$ cat src/hdl/mcfb_pkg.sv
`default_nettype none
package mcfb_pkg;

    localparam int FIFO_DEPTH = 4;
    localparam int PTR_W      = $clog2(FIFO_DEPTH);
    localparam int CNT_W      = $clog2(FIFO_DEPTH + 1);

    // Command codes on the cmd input.
    localparam logic [2:0] CMD_CLEAR_SAFE = 3'd0;
    localparam logic [2:0] CMD_ESTOP      = 3'd1;
    localparam logic [2:0] CMD_READ_VAR   = 3'd2;
    localparam logic [2:0] CMD_SET_SPEED  = 3'd3;
    localparam logic [2:0] CMD_BRAKE      = 3'd4;
    localparam logic [2:0] CMD_FW_QUERY   = 3'd5;

    // Register indexes on the configuration port.
    localparam logic REG_CRC_ENABLE = 1'b0;
    localparam logic REG_MAX_SPEED  = 1'b1;

    // Frame bytes.
    localparam logic [7:0] SYNC_BYTE      = 8'hAA;
    localparam logic [7:0] OP_CLEAR_SAFE  = 8'h03;
    localparam logic [7:0] OP_ESTOP_TAIL  = 8'h60;
    localparam logic [7:0] OP_READ_VAR    = 8'h21;
    localparam logic [7:0] OP_FORWARD     = 8'h05;
    localparam logic [7:0] OP_REVERSE     = 8'h06;
    localparam logic [7:0] OP_BRAKE       = 8'h12;
    localparam logic [7:0] OP_FW_QUERY    = 8'h42;
    localparam logic [7:0] ESTOP_BRAKE    = 8'd37;
    localparam logic [7:0] CRC_POLY       = 8'h91;
    localparam logic [7:0] MAX_SPEED_RST  = 8'hFF;

    // Frame lengths without the check byte.
    localparam logic [2:0] LEN_SHORT = 3'd3;
    localparam logic [2:0] LEN_MID   = 3'd4;
    localparam logic [2:0] LEN_LONG  = 3'd5;

    // One frame to be sent: sync, device, opcode and up to two data bytes.
    typedef struct packed {
        logic [7:0] dev;
        logic [7:0] op;
        logic [7:0] d0;
        logic [7:0] d1;
        logic [2:0] len;
        logic       last_frame;
    } frame_desc_t;

    typedef struct packed {
        logic [CNT_W-1:0] count;
        logic             empty;
    } q_status_t;

    // One byte of the reflected CRC-7, processed LSB first.
    function automatic logic [7:0] crc7_update(input logic [7:0] crc, input logic [7:0] data);
        logic [7:0] c;
        c = crc ^ data;
        for (int b = 0; b < 8; b++) begin
            if (c[0])
                c = c ^ CRC_POLY;
            c = c >> 1;
        end
        return c;
    endfunction

endpackage
`default_nettype wire

$ cat src/hdl/mcfb_queue.sv
`default_nettype none
module mcfb_queue (
    input  logic                     clk,
    input  logic                     rst_n,
    input  logic                     push,
    input  mcfb_pkg::frame_desc_t    push_desc,
    input  logic                     pop,
    output mcfb_pkg::frame_desc_t    head_desc,
    output mcfb_pkg::q_status_t      status
);
    import mcfb_pkg::*;

    frame_desc_t      slot_reg [FIFO_DEPTH];
    logic [PTR_W-1:0] wr_ptr_reg;
    logic [PTR_W-1:0] rd_ptr_reg;
    logic [CNT_W-1:0] count_reg;
    logic [CNT_W-1:0] count_next;

    always_comb
    begin
        count_next = count_reg;
        if (push && !pop)
            count_next = count_reg + CNT_W'(1);
        else if (pop && !push)
            count_next = count_reg - CNT_W'(1);
    end

    always_ff @(posedge clk or negedge rst_n)
    begin
        if (!rst_n)
        begin
            wr_ptr_reg <= '0;
            rd_ptr_reg <= '0;
            count_reg  <= '0;
        end
        else
        begin
            if (push)
                wr_ptr_reg <= wr_ptr_reg + PTR_W'(1);
            if (pop)
                rd_ptr_reg <= rd_ptr_reg + PTR_W'(1);
            count_reg <= count_next;
        end
    end

    always_ff @(posedge clk)
    begin
        if (push)
            slot_reg[wr_ptr_reg] <= push_desc;
    end

    assign head_desc    = slot_reg[rd_ptr_reg];
    assign status.count = count_reg;
    assign status.empty = (count_reg == '0);

endmodule
`default_nettype wire

$ cat src/hdl/mcfb_front.sv
`default_nettype none
module mcfb_front (
    input  logic                     clk,
    input  logic                     rst_n,
    input  logic                     start,
    input  logic [2:0]               cmd,
    input  logic [7:0]               device_id,
    input  logic                     direction,
    input  logic [7:0]               speed,
    input  logic [7:0]               brake_amount,
    input  logic [7:0]               variable_id,
    input  logic [7:0]               max_speed,
    input  mcfb_pkg::q_status_t      q_status,
    output logic                     busy,
    output logic                     push,
    output mcfb_pkg::frame_desc_t    push_desc
);
    import mcfb_pkg::*;

    logic        pending_reg;
    frame_desc_t pend_desc_reg;
    frame_desc_t dec_desc;
    frame_desc_t tail_desc;
    logic        dec_valid;
    logic        accept;
    logic [7:0]  clamped;

    // An emergency stop needs two queue slots, so keep one spare.
    assign busy   = pending_reg || (q_status.count >= CNT_W'(FIFO_DEPTH - 1));
    assign accept = start && !busy;

    assign clamped = (speed > max_speed) ? max_speed : speed;

    always_comb
    begin
        dec_valid            = 1'b1;
        dec_desc.dev         = device_id;
        dec_desc.op          = OP_CLEAR_SAFE;
        dec_desc.d0          = 8'h00;
        dec_desc.d1          = 8'h00;
        dec_desc.len         = LEN_SHORT;
        dec_desc.last_frame  = 1'b1;
        tail_desc.dev        = device_id;
        tail_desc.op         = OP_ESTOP_TAIL;
        tail_desc.d0         = 8'h00;
        tail_desc.d1         = 8'h00;
        tail_desc.len        = LEN_SHORT;
        tail_desc.last_frame = 1'b1;
        case (cmd)
            CMD_CLEAR_SAFE:
            begin
                dec_desc.op = OP_CLEAR_SAFE;
            end
            CMD_ESTOP:
            begin
                dec_desc.op         = OP_BRAKE;
                dec_desc.d0         = ESTOP_BRAKE;
                dec_desc.len        = LEN_MID;
                dec_desc.last_frame = 1'b0;
            end
            CMD_READ_VAR:
            begin
                dec_desc.op  = OP_READ_VAR;
                dec_desc.d0  = variable_id;
                dec_desc.len = LEN_MID;
            end
            CMD_SET_SPEED:
            begin
                dec_desc.op  = direction ? OP_FORWARD : OP_REVERSE;
                dec_desc.d1  = clamped;
                dec_desc.len = LEN_LONG;
            end
            CMD_BRAKE:
            begin
                dec_desc.op  = OP_BRAKE;
                dec_desc.d0  = brake_amount;
                dec_desc.len = LEN_MID;
            end
            CMD_FW_QUERY:
            begin
                dec_desc.op = OP_FW_QUERY;
            end
            default:
            begin
                dec_valid = 1'b0;
            end
        endcase
    end

    assign push      = pending_reg || (accept && dec_valid);
    assign push_desc = pending_reg ? pend_desc_reg : dec_desc;

    always_ff @(posedge clk or negedge rst_n)
    begin
        if (!rst_n)
            pending_reg <= 1'b0;
        else
            pending_reg <= accept && (cmd == CMD_ESTOP);
    end

    always_ff @(posedge clk)
    begin
        if (accept)
            pend_desc_reg <= tail_desc;
    end

endmodule
`default_nettype wire

$ cat src/hdl/mcfb_back.sv
`default_nettype none
module mcfb_back (
    input  logic                     clk,
    input  logic                     rst_n,
    input  logic                     crc_enable,
    input  mcfb_pkg::frame_desc_t    head_desc,
    input  mcfb_pkg::q_status_t      q_status,
    output logic                     pop,
    output logic [7:0]               tx_byte,
    output logic                     last,
    output logic                     strobe
);
    import mcfb_pkg::*;

    frame_desc_t desc_reg;
    logic        active_reg;
    logic [2:0]  idx_reg;
    logic [7:0]  crc_reg;
    logic [7:0]  tx_byte_reg;
    logic        last_reg;
    logic        strobe_reg;

    logic [7:0]  sel_byte;
    logic [7:0]  cur_byte;
    logic [7:0]  crc_next;
    logic        in_data;
    logic        frame_end;

    always_comb
    begin
        case (idx_reg)
            3'd0:    sel_byte = SYNC_BYTE;
            3'd1:    sel_byte = desc_reg.dev;
            3'd2:    sel_byte = desc_reg.op;
            3'd3:    sel_byte = desc_reg.d0;
            default: sel_byte = desc_reg.d1;
        endcase
    end

    assign in_data   = idx_reg < desc_reg.len;
    assign cur_byte  = in_data ? sel_byte : crc_reg;
    assign crc_next  = crc7_update(crc_reg, sel_byte);
    // The frame ends on its last data byte, or on the check byte after it.
    assign frame_end = active_reg && (crc_enable ? !in_data
                                                 : (idx_reg == desc_reg.len - 3'd1));
    assign pop       = !q_status.empty && (!active_reg || frame_end);

    always_ff @(posedge clk or negedge rst_n)
    begin
        if (!rst_n)
        begin
            active_reg <= 1'b0;
            strobe_reg <= 1'b0;
            last_reg   <= 1'b0;
            idx_reg    <= '0;
        end
        else
        begin
            strobe_reg <= active_reg;
            last_reg   <= frame_end && desc_reg.last_frame;
            if (pop)
            begin
                active_reg <= 1'b1;
                idx_reg    <= '0;
            end
            else if (frame_end)
                active_reg <= 1'b0;
            else if (active_reg)
                idx_reg <= idx_reg + 3'd1;
        end
    end

    always_ff @(posedge clk)
    begin
        tx_byte_reg <= cur_byte;
        if (pop)
        begin
            desc_reg <= head_desc;
            crc_reg  <= '0;
        end
        else if (active_reg)
            crc_reg <= crc_next;
    end

    assign tx_byte = tx_byte_reg;
    assign last    = last_reg;
    assign strobe  = strobe_reg;

endmodule
`default_nettype wire

$ cat src/hdl/motor_command_frame_builder.sv
// Motor command frame builder.
// A command is offered on cmd and its operand ports together with start; it is
// taken at the rising edge where start is high and busy is low. A valid command
// becomes one serial frame (two for an emergency stop): 0xAA, the device byte,
// the opcode and any data bytes, plus a CRC-7 check byte per frame when
// crc_enable is set.
// Bytes leave on tx_byte, one per cycle, each marked by strobe for exactly one
// cycle; last flags the final byte of the command. The receiver cannot stall
// the output, so bytes are never held back once a frame starts.
// When the output side is idle, a taken command is written into the queue,
// popped into the serializer and sent through the output registers. A frame
// holds 3 to 5 bytes plus the check byte, and the serializer loads the next
// frame at the edge that ends the prior one, so queued frames run back to back.
// The decoder and the serializer are split by a four-entry frame queue; busy
// rises while the queue has fewer than two free slots or the second frame of an
// emergency stop is still being queued.
// Reset clears the queue and the serializer; crc_enable resets to 0 and
// max_speed to 255. Registers are written through the APB port at 0 and 4.
`default_nettype none
module motor_command_frame_builder (
    input  logic        clk,
    input  logic        rst_n,
    // Command request channel
    input  logic        start,
    output logic        busy,
    input  logic [2:0]  cmd,
    input  logic [7:0]  device_id,
    input  logic        direction,
    input  logic [7:0]  speed,
    input  logic [7:0]  brake_amount,
    input  logic [7:0]  variable_id,
    // Byte output channel
    output logic        strobe,
    output logic [7:0]  tx_byte,
    output logic        last,
    // Configuration port
    input  logic        psel,
    input  logic        penable,
    input  logic        pwrite,
    input  logic [2:0]  paddr,
    input  logic [31:0] pwdata,
    output logic [31:0] prdata,
    output logic        pready
);
    import mcfb_pkg::*;

    logic        crc_enable_reg;
    logic [7:0]  max_speed_reg;
    logic        cfg_write;

    logic        push;
    logic        pop;
    frame_desc_t push_desc;
    frame_desc_t head_desc;
    q_status_t   q_status;

    // Register file. The register index is the word address, bit 2 of paddr.
    assign pready    = 1'b1;
    assign cfg_write = psel && penable && pwrite && pready;

    always_ff @(posedge clk or negedge rst_n)
    begin
        if (!rst_n)
        begin
            crc_enable_reg <= 1'b0;
            max_speed_reg  <= MAX_SPEED_RST;
        end
        else if (cfg_write)
        begin
            case (paddr[2])
                REG_CRC_ENABLE: crc_enable_reg <= pwdata[0];
                REG_MAX_SPEED:  max_speed_reg  <= pwdata[7:0];
                default:        crc_enable_reg <= crc_enable_reg;
            endcase
        end
    end

    always_comb
    begin
        case (paddr[2])
            REG_CRC_ENABLE: prdata = {31'd0, crc_enable_reg};
            REG_MAX_SPEED:  prdata = {24'd0, max_speed_reg};
            default:        prdata = 32'd0;
        endcase
    end

    // The front end decodes commands into frame descriptors.
    mcfb_front u_front (
        .clk          (clk),
        .rst_n        (rst_n),
        .start        (start),
        .cmd          (cmd),
        .device_id    (device_id),
        .direction    (direction),
        .speed        (speed),
        .brake_amount (brake_amount),
        .variable_id  (variable_id),
        .max_speed    (max_speed_reg),
        .q_status     (q_status),
        .busy         (busy),
        .push         (push),
        .push_desc    (push_desc)
    );

    mcfb_queue u_queue (
        .clk       (clk),
        .rst_n     (rst_n),
        .push      (push),
        .push_desc (push_desc),
        .pop       (pop),
        .head_desc (head_desc),
        .status    (q_status)
    );

    // The back end walks each frame byte by byte and folds in the CRC.
    mcfb_back u_back (
        .clk        (clk),
        .rst_n      (rst_n),
        .crc_enable (crc_enable_reg),
        .head_desc  (head_desc),
        .q_status   (q_status),
        .pop        (pop),
        .tx_byte    (tx_byte),
        .last       (last),
        .strobe     (strobe)
    );

    // The last flag only ever rides on a valid byte.
    assert property (@(posedge clk) disable iff (!rst_n) last |-> strobe)
        else $error("last without strobe");

    // Bytes of one command leave without gaps.
    assert property (@(posedge clk) disable iff (!rst_n) (strobe && !last) |=> strobe)
        else $error("gap inside a command");

    // An emergency stop blocks the next request while its tail frame is queued.
    assert property (@(posedge clk) disable iff (!rst_n)
        (start && !busy && cmd == CMD_ESTOP) |=> (busy && push))
        else $error("emergency stop tail frame not queued");

    // The frame queue never overflows or pops empty.
    assert property (@(posedge clk) disable iff (!rst_n)
        (q_status.count <= CNT_W'(FIFO_DEPTH)) && !(pop && q_status.empty))
        else $error("frame queue overflow or underflow");

endmodule
`default_nettype wire
$ cat config.mk
export PLATFORM = sky130hd
export DESIGN_NAME = motor_command_frame_builder
export DESIGN_NICKNAME = d
export VERILOG_FILES = /design/src/hdl/mcfb_pkg.sv /design/src/hdl/mcfb_queue.sv /design/src/hdl/mcfb_front.sv /design/src/hdl/mcfb_back.sv /design/src/hdl/motor_command_frame_builder.sv
export SDC_FILE = /design/constraint.sdc
export NUM_CORES = 1
export LEC_CHECK = 0
export BUFFER_PORTS_ARGS = -buffer_cell sky130_fd_sc_hd__buf_2
export CAP_MARGIN = 20
export CORE_AREA = 2 2 147 149
export CTS_BUF_LIST = sky130_fd_sc_hd__clkbuf_8 sky130_fd_sc_hd__clkbuf_16
export CTS_CLUSTER_DIAMETER = 60
export DETAILED_ROUTE_END_ITERATION = 12
export DIE_AREA = 0 0 149 151
export PLACE_DENSITY_LB_ADDON = 0.3
export SLEW_MARGIN = 20
export SYNTH_ARGS = -nofsm -noshare
export SYNTH_HDL_FRONTEND = slang
export SYNTH_SLANG_ARGS = --single-unit
$ cat constraint.sdc
create_clock -name clk -period 3.7 [get_ports clk]
set_input_delay 0 -clock clk [delete_from_list [all_inputs] [get_ports clk]]
set_output_delay 0 -clock clk [all_outputs]
set_load 0.02 [all_outputs]
==> results of run 1 <==
-- cell type report --
cell class	count	area share
Clock buffer	24	0.0548
Inverter	30	0.0105
Timing Repair Buffer	105	0.0658
Clock inverter	20	0.0158
Tap cell	275	0.0314
Sequential cell	216	0.569
Multi-Input combinational cell	312	0.253
-- cell families after synthesis --
family / count (synthesis) / synth area share
flip-flops: 216 / 0.670
AND/OR/NAND/NOR: 90 / 0.0470
AO/OA/AOI/OAI: 85 / 0.0628
buffers and inverters: 74 / 0.0425
multiplexers: 62 / 0.117
XOR/XNOR: 27 / 0.0278
adder cells (fa/ha/maj): 23 / 0.0317
other: 2 / 0.000808
-- layer usage --
metal | share of wire | vias up | track usage
met5 | 0 | - | 0
met4 | 0.020 | 0 | 0.0405
met3 | 0.045 | 36 | 0.0223
met2 | 0.51 | 157 | 0.288
met1 | 0.43 | 2579 | 0.212
li1 | - | 2386 | -
-- placed cells by master, fill, tap and decap left out, types with 3 or more instances in the layout --
| master | netlist | routed |
|---|---|---|
| a211oi_1 | 5 | 5 |
| a21o_1 | 9 | 9 |
| a21oi_1 | 29 | 29 |
| a222oi_1 | 4 | 4 |
| a22oi_1 | 16 | 16 |
| and2_1 | 9 | 9 |
| buf_12 | 0 | 3 |
| buf_2 | 5 | 69 |
| buf_4 | 25 | 6 |
| clkbuf_16 | 0 | 24 |
| clkinv_1 | 0 | 7 |
| clkinvlp_4 | 0 | 4 |
| conb_1 | 2 | 25 |
| dfrtp_1 | 15 | 13 |
| dfstp_2 | 8 | 8 |
| dfxtp_1 | 15 | 15 |
| dlygate4sd3_1 | 0 | 27 |
| edfxtp_1 | 178 | 178 |
| ha_1 | 22 | 22 |
| inv_1 | 28 | 29 |
| mux2_1 | 3 | 3 |
| mux2_2 | 23 | 23 |
| mux4_2 | 34 | 34 |
| nand2_1 | 24 | 24 |
| nand3_1 | 13 | 13 |
| nand4_1 | 3 | 3 |
| nor2_1 | 17 | 17 |
| nor2b_1 | 10 | 6 |
| nor2b_2 | 0 | 4 |
| nor3_1 | 8 | 8 |
| o21ai_0 | 4 | 4 |
| o21ai_1 | 4 | 4 |
| xnor2_1 | 17 | 17 |
| xor2_1 | 7 | 7 |
-- worst max-delay path, stage by stage (launching register included) --
cell and delay [ns]:
dfrtp_1 0.43, a211oi_1 0.46, and2_1 0.19, buf_4 0.19
a21oi_1 0.25, inv_1 0.13, ha_1 0.19, inv_1 0.06
fa_1 0.37, xor2_1 0.16, nor2_1 0.14, xor2_1 0.17
-- worst paths after layout --
check                                      from                      to  depth (start not counted)
max                        u_queue.count_reg[0]    u_queue.count_reg[2]                         11
min                                       rst_n     u_front.pending_reg                          2
max reg2reg                u_queue.count_reg[0]    u_queue.count_reg[2]                         11
min reg2reg                   u_back.crc_reg[6]       u_back.crc_reg[6]                          2
max in group asynchronous                 rst_n   u_queue.rd_ptr_reg[0]                          2
min in group clk                       speed[1]  u_queue.slot_reg[2][5]                          4
-- timing repair --
| item | in CTS | in global routing |
|---|---|---|
| hold endpoints to repair | 119 | 0 |
| hold buffers | 27 | 0 |
| resized for setup | 0 | 0 |
-- report_power, final --
group	leakage (nW)	internal (mW)	switching (mW)	total, mW
logic	1.60	1.49	1.72	3.20
registers	2.02	3.44	0.379	3.82
clock network	0.369	1.33	0.943	2.28
total	3.98	6.26	3.04	9.30
==> impl_results.md, run 1 <==
- Tot GR Track Use: 0.162
- Overall routed net length: 17600 um
- Number of fill cells: 1668
- Required time worst endpoint: 4.14 ns
- Top FF cell, synth: edfxtp_1
- Cells after synthesis: ~580
- Area occupied by registers: 6230 sq um
- Post-DP HPWL: 11200 um
- Dpl cells: 911
- Total Nets Final: 789
- CP Max Fanout: 10
- Root buffer cell: clkbuf_16
- RSZ-0062 raised after global routing: false
- Die width: 149 um
- Worst setup margin: 0.863 ns
- Run status: completed
- Slew Viols, Final: 0
- Multi-input logic area: 2770 sq um
- Worst IR Drop VDD: 0.412 mV
- Relative slew slack: 0.395
- Number of cell rows: 53
- Utilization after layout: 0.526
- Die area: 22500 sq um
- Antenna violations before repair: 0
- PortBufs: 69
- Final hold viol count: 0
- Area growth from synthesis to final layout: 17.8%
- # IOs: 121
- Global route overflow: 0
- Seq/Total Area, Yosys: 0.670
- Setup TNS Final: 0 ns
- Fin Hold WS: 0.0391 ns
- Register bit total from synthesis: about 220
- Worst skew pair latency: 0.52 ns
- Yosys warning count: 0
- Number of global-route vias before repair: 5382
- Final cell count without fillers: 982
- Number of H-tree levels: 1
- CP endpoint kind: flip-flop
- Max FFs per register: 136
- Syn avg cell area: 16.1 sq um
- Post-synth top area cell: edfxtp_1
- Leak: 3.98 nW
- CTS buffer count: 24
- Iteration-0 DRC count of the detailed router: around 350
- Worst Max-Slew Pin Slew: 0.907 ns
- # DRC: 0
- Via count: 5158
- FMAX: 353 MHz
- Dpl ws: 0.865 ns
- Max Cap Viol: 0
- Synth top area cells: edfxtp_1, mux4_2, dfrtp_1
- Post-route cell area: 11000 sq um
- Startpoint types: flip-flop
- Pwr Total: about 9.3 mW
- Layout cells sized above 1: 0.276
- Count of cell types in the netlist: 54
- Crit path kind: reg2reg
- Final ANT Viol Nets: 0
- Top cells by count, synth: edfxtp_1, mux4_2, a21oi_1, inv_1, buf_4
- Synth top area share: 0.575
- EDFF count, synth: 178
- Sink Count: 216
- Skew final: roughly 0.023 ns
- Tmin final: around 2.8 ns
- Die extent in y: 151 um
- WL/cell: 18.0 um
- PD cells: 849 nW/um^2
- Arr. time, crit path: between 3 and 4 ns
- Via density: 5.25
- Postcts setup bufs: 0
- Count leader, synth: edfxtp_1
- Tcrit/Tclk final: 0.767
- Dpl cell area: 9910 sq um
- Final Setup Violations: 0
- Mapped Area: about 9300 sq um
- R2r setup slk: 0.86 ns
- Core Footprint: 20800 sq um
- Asr flop ratio synth: 0.106
- Pre-antenna DRT Iters: 7
- Clock Tree Buf Depth: 3
- Min-Delay Path Class: in2async
- Largest net degree at the start of global routing: 43
- CTS tree: built
- Routability Congestion: 0.807
- # diodes: 0
- Reg clk slew, reported paths: 0.06 ns
- Starting density of the core: 0.447
- First-pass GRT wire length: 28500 um
Note: power is estimated with default switching activity, not from simulation.
==> run 2: changes to the inputs <==
- clock period: 3.7 -> 2.4 ns (I/O delays scaled with it)
==> impl_results.md, run 2 (synthesis results as in run 1) <==
- Worst hold start: brake_amount[6]
- Tmin final: 2.36 ns (-0.479 ns)
- Commonest non-fill, non-tap cell in the layout: edfxtp_1
- Dpl ws: -0.0922 ns (-0.957 ns)
- Relative slew slack: 0.568 (+0.173)
- CTS tree: built
- Worst skew pair latency: 0.50 ns (-0.02 ns)
- Number of H-tree levels: 1 (unchanged)
- Tcrit/Tclk final: 0.982 (+0.216)
- Area growth from synthesis to final layout: 22.0%
- Final Setup Violations: 0 (unchanged)
- Worst IR Drop VDD: 0.755 mV (+83%)
- Die extent in y: 151 um (unchanged)
- Final hold viol count: 0 (unchanged)
- Required time worst endpoint: 2.78 ns (-1.36 ns)
- WL/cell: 18.5 um (+3.0%)
- CP bufs+invs: 3 (unchanged)
- Max FFs per register: 136 (unchanged)
- CTS buffer count: 23 (-4.2%)
- Leak: 4.20 nW (+5.5%)
- Tot GR Track Use: 0.169 (+0.00708)
- Arr. time, crit path: 2.74 ns (-0.53 ns)
- Top cell by count, worst path: inv_2
- Startpoint types: flip-flop
- Worst Max-Slew Pin Slew: 0.647 ns (-0.259 ns)
- # IOs: 121 (unchanged)
- Crit path largest cell delay: 0.44 ns (-0.02 ns)
- Critical path cell sequence: inv_2 > ha_2 > nor2_2 > a31oi_4 > a21oi_4 > inv_2 > ha_4 > inv_2 > fa_2 > mux2_2
- Via density: 5.23 (-0.46%)
- Crit path kind: reg2reg
- Dpl cell area: 10100 sq um (+1.6%)
- Max Cap Viol: 0 (unchanged)
- Global route overflow: 0 (unchanged)
- FMAX: 424 MHz (+20%)
- Sink Count: 216 (unchanged)
- Die area: 22500 sq um (unchanged)
- Starting density of the core: 0.447 (unchanged)
- Number of cell rows: 53 (unchanged)
- Critical-path top delay cell: dfrtp_2
- Utilization after layout: 0.545 (+0.0187)
- Largest net degree at the start of global routing: 43 (unchanged)
- Routability Congestion: 0.835 (+3.5%)
- CP top delay family: adder cells
- Min-Delay Path Class: in2reg
- Fin Hold WS: 0.0318 ns (-0.00732 ns)
- Number of global-route vias before repair: 5377 (-0.093%)
- Final ANT Viol Nets: 0 (unchanged)
- CP endpoint kind: flip-flop
- CP Max Fanout: 3 (-7)
- Total Nets Final: 815 (+3.3%)
- Reg clk slew, reported paths: 0.06 ns (about the same)
- PD cells: 1350 nW/um^2 (+59%)
- RSZ-0062 raised after global routing: true
- Core Footprint: 20800 sq um (unchanged)
- Skew final: 0.00823 ns (-0.0146 ns)
- Overall routed net length: 18600 um (+5.5%)
- Clock Tree Buf Depth: 3 (unchanged)
- Crit. Startpoint: u_back.idx_reg[0]
- RR Startpoint: u_back.idx_reg[0]
- Post-route cell area: 11300 sq um (+3.6%)
- Via count: 5260 (+2.0%)
- First-pass GRT wire length: 29300 um (+3.0%)
- # DRC: 0 (unchanged)
- Die width: 149 um (unchanged)
- Setup TNS Final: 0 ns (unchanged)
- Slew Viols, Final: 0 (unchanged)
- Antenna violations before repair: 0 (unchanged)
- PortBufs: 69 (unchanged)
- Root buffer cell: clkbuf_16
- Worst setup margin: 0.0421 ns (-0.821 ns)
- Iteration-0 DRC count of the detailed router: 318 (-8.6%)
- Commonest cells after routing, fill and taps aside: edfxtp_1, buf_2, inv_1, mux4_2, buf_4
- Pre-antenna DRT Iters: 5 (-2)
- # diodes: 0 (unchanged)
- Layout cells sized above 1: 0.337 (+0.0607)
- Post-DP HPWL: 12100 um (+8.1%)
- Run status: completed
run 2: repair_timing:
| action | CTS | global route |
|---|---|---|
| gates resized for setup | 12 | 21 |
| hold buffers | 27 | 0 |
| pin swaps | 14 | 16 |
| setup endpoints to repair | 6 | 9 |
| setup buffers | 3 | 4 |
| hold endpoints to repair | 98 | 0 |
run 2: worst paths after layout:
check                                     endpoint  slack, ns  cells past startpoint
min                        u_queue.slot_reg[2][18]       0.03                      3
max in group asynchronous        u_back.idx_reg[0]       1.86                      2
max                           u_queue.count_reg[1]       0.04                     10
min in group asynchronous     u_queue.count_reg[0]       0.07                      2
min reg2reg                      u_back.tx_byte[3]       0.48                      2
max reg2reg                   u_queue.count_reg[1]       0.04                     10
run 2: through the flow:
stage | instances | power (mW)
final | 1006 | 15.3
after CTS | 1002 | 15.0
after floorplan | 602 | 9.70
after detailed placement | 931 | 11.1
after global routing | 1006 | 16.2
after global placement | 931 | 10.9
run 2: layout make-up:
| type | count | area [sq um] |
|---|---|---|
| clock buffers | 26 | 617 |
| clock inverters | 15 | 163 |
| fillers | 1660 | 9480 |
| inverters | 30 | 115 |
| multi-input cells | 312 | 2970 |
| flip-flops and latches | 216 | 6230 |
| well taps | 275 | 344 |
| repair buffers | 132 | 902 |
run 2: worst min-delay path: cells and delay by family:
| family | cells | cell delay [ns] |
|---|---|---|
| AO/OA/AOI/OAI | 1 | 0.15 |
| buffers and inverters | 1 | 0.10 |
| AND/OR/NAND/NOR | 1 | 0.10 |
run 2: power breakdown:
group,switching (mW),internal (mW),leakage (nW)
registers,0.464,5.30,2.02
logic,3.12,2.86,1.77
clock network,1.34,2.25,0.415
run 2: routing by layer:
metal	share of wire	wire [um]	global-route usage
met4	0.022	403	0.0390
met5	0	0	0
met1	0.42	7810	0.225
met3	0.040	749	0.0235
met2	0.52	9630	0.298
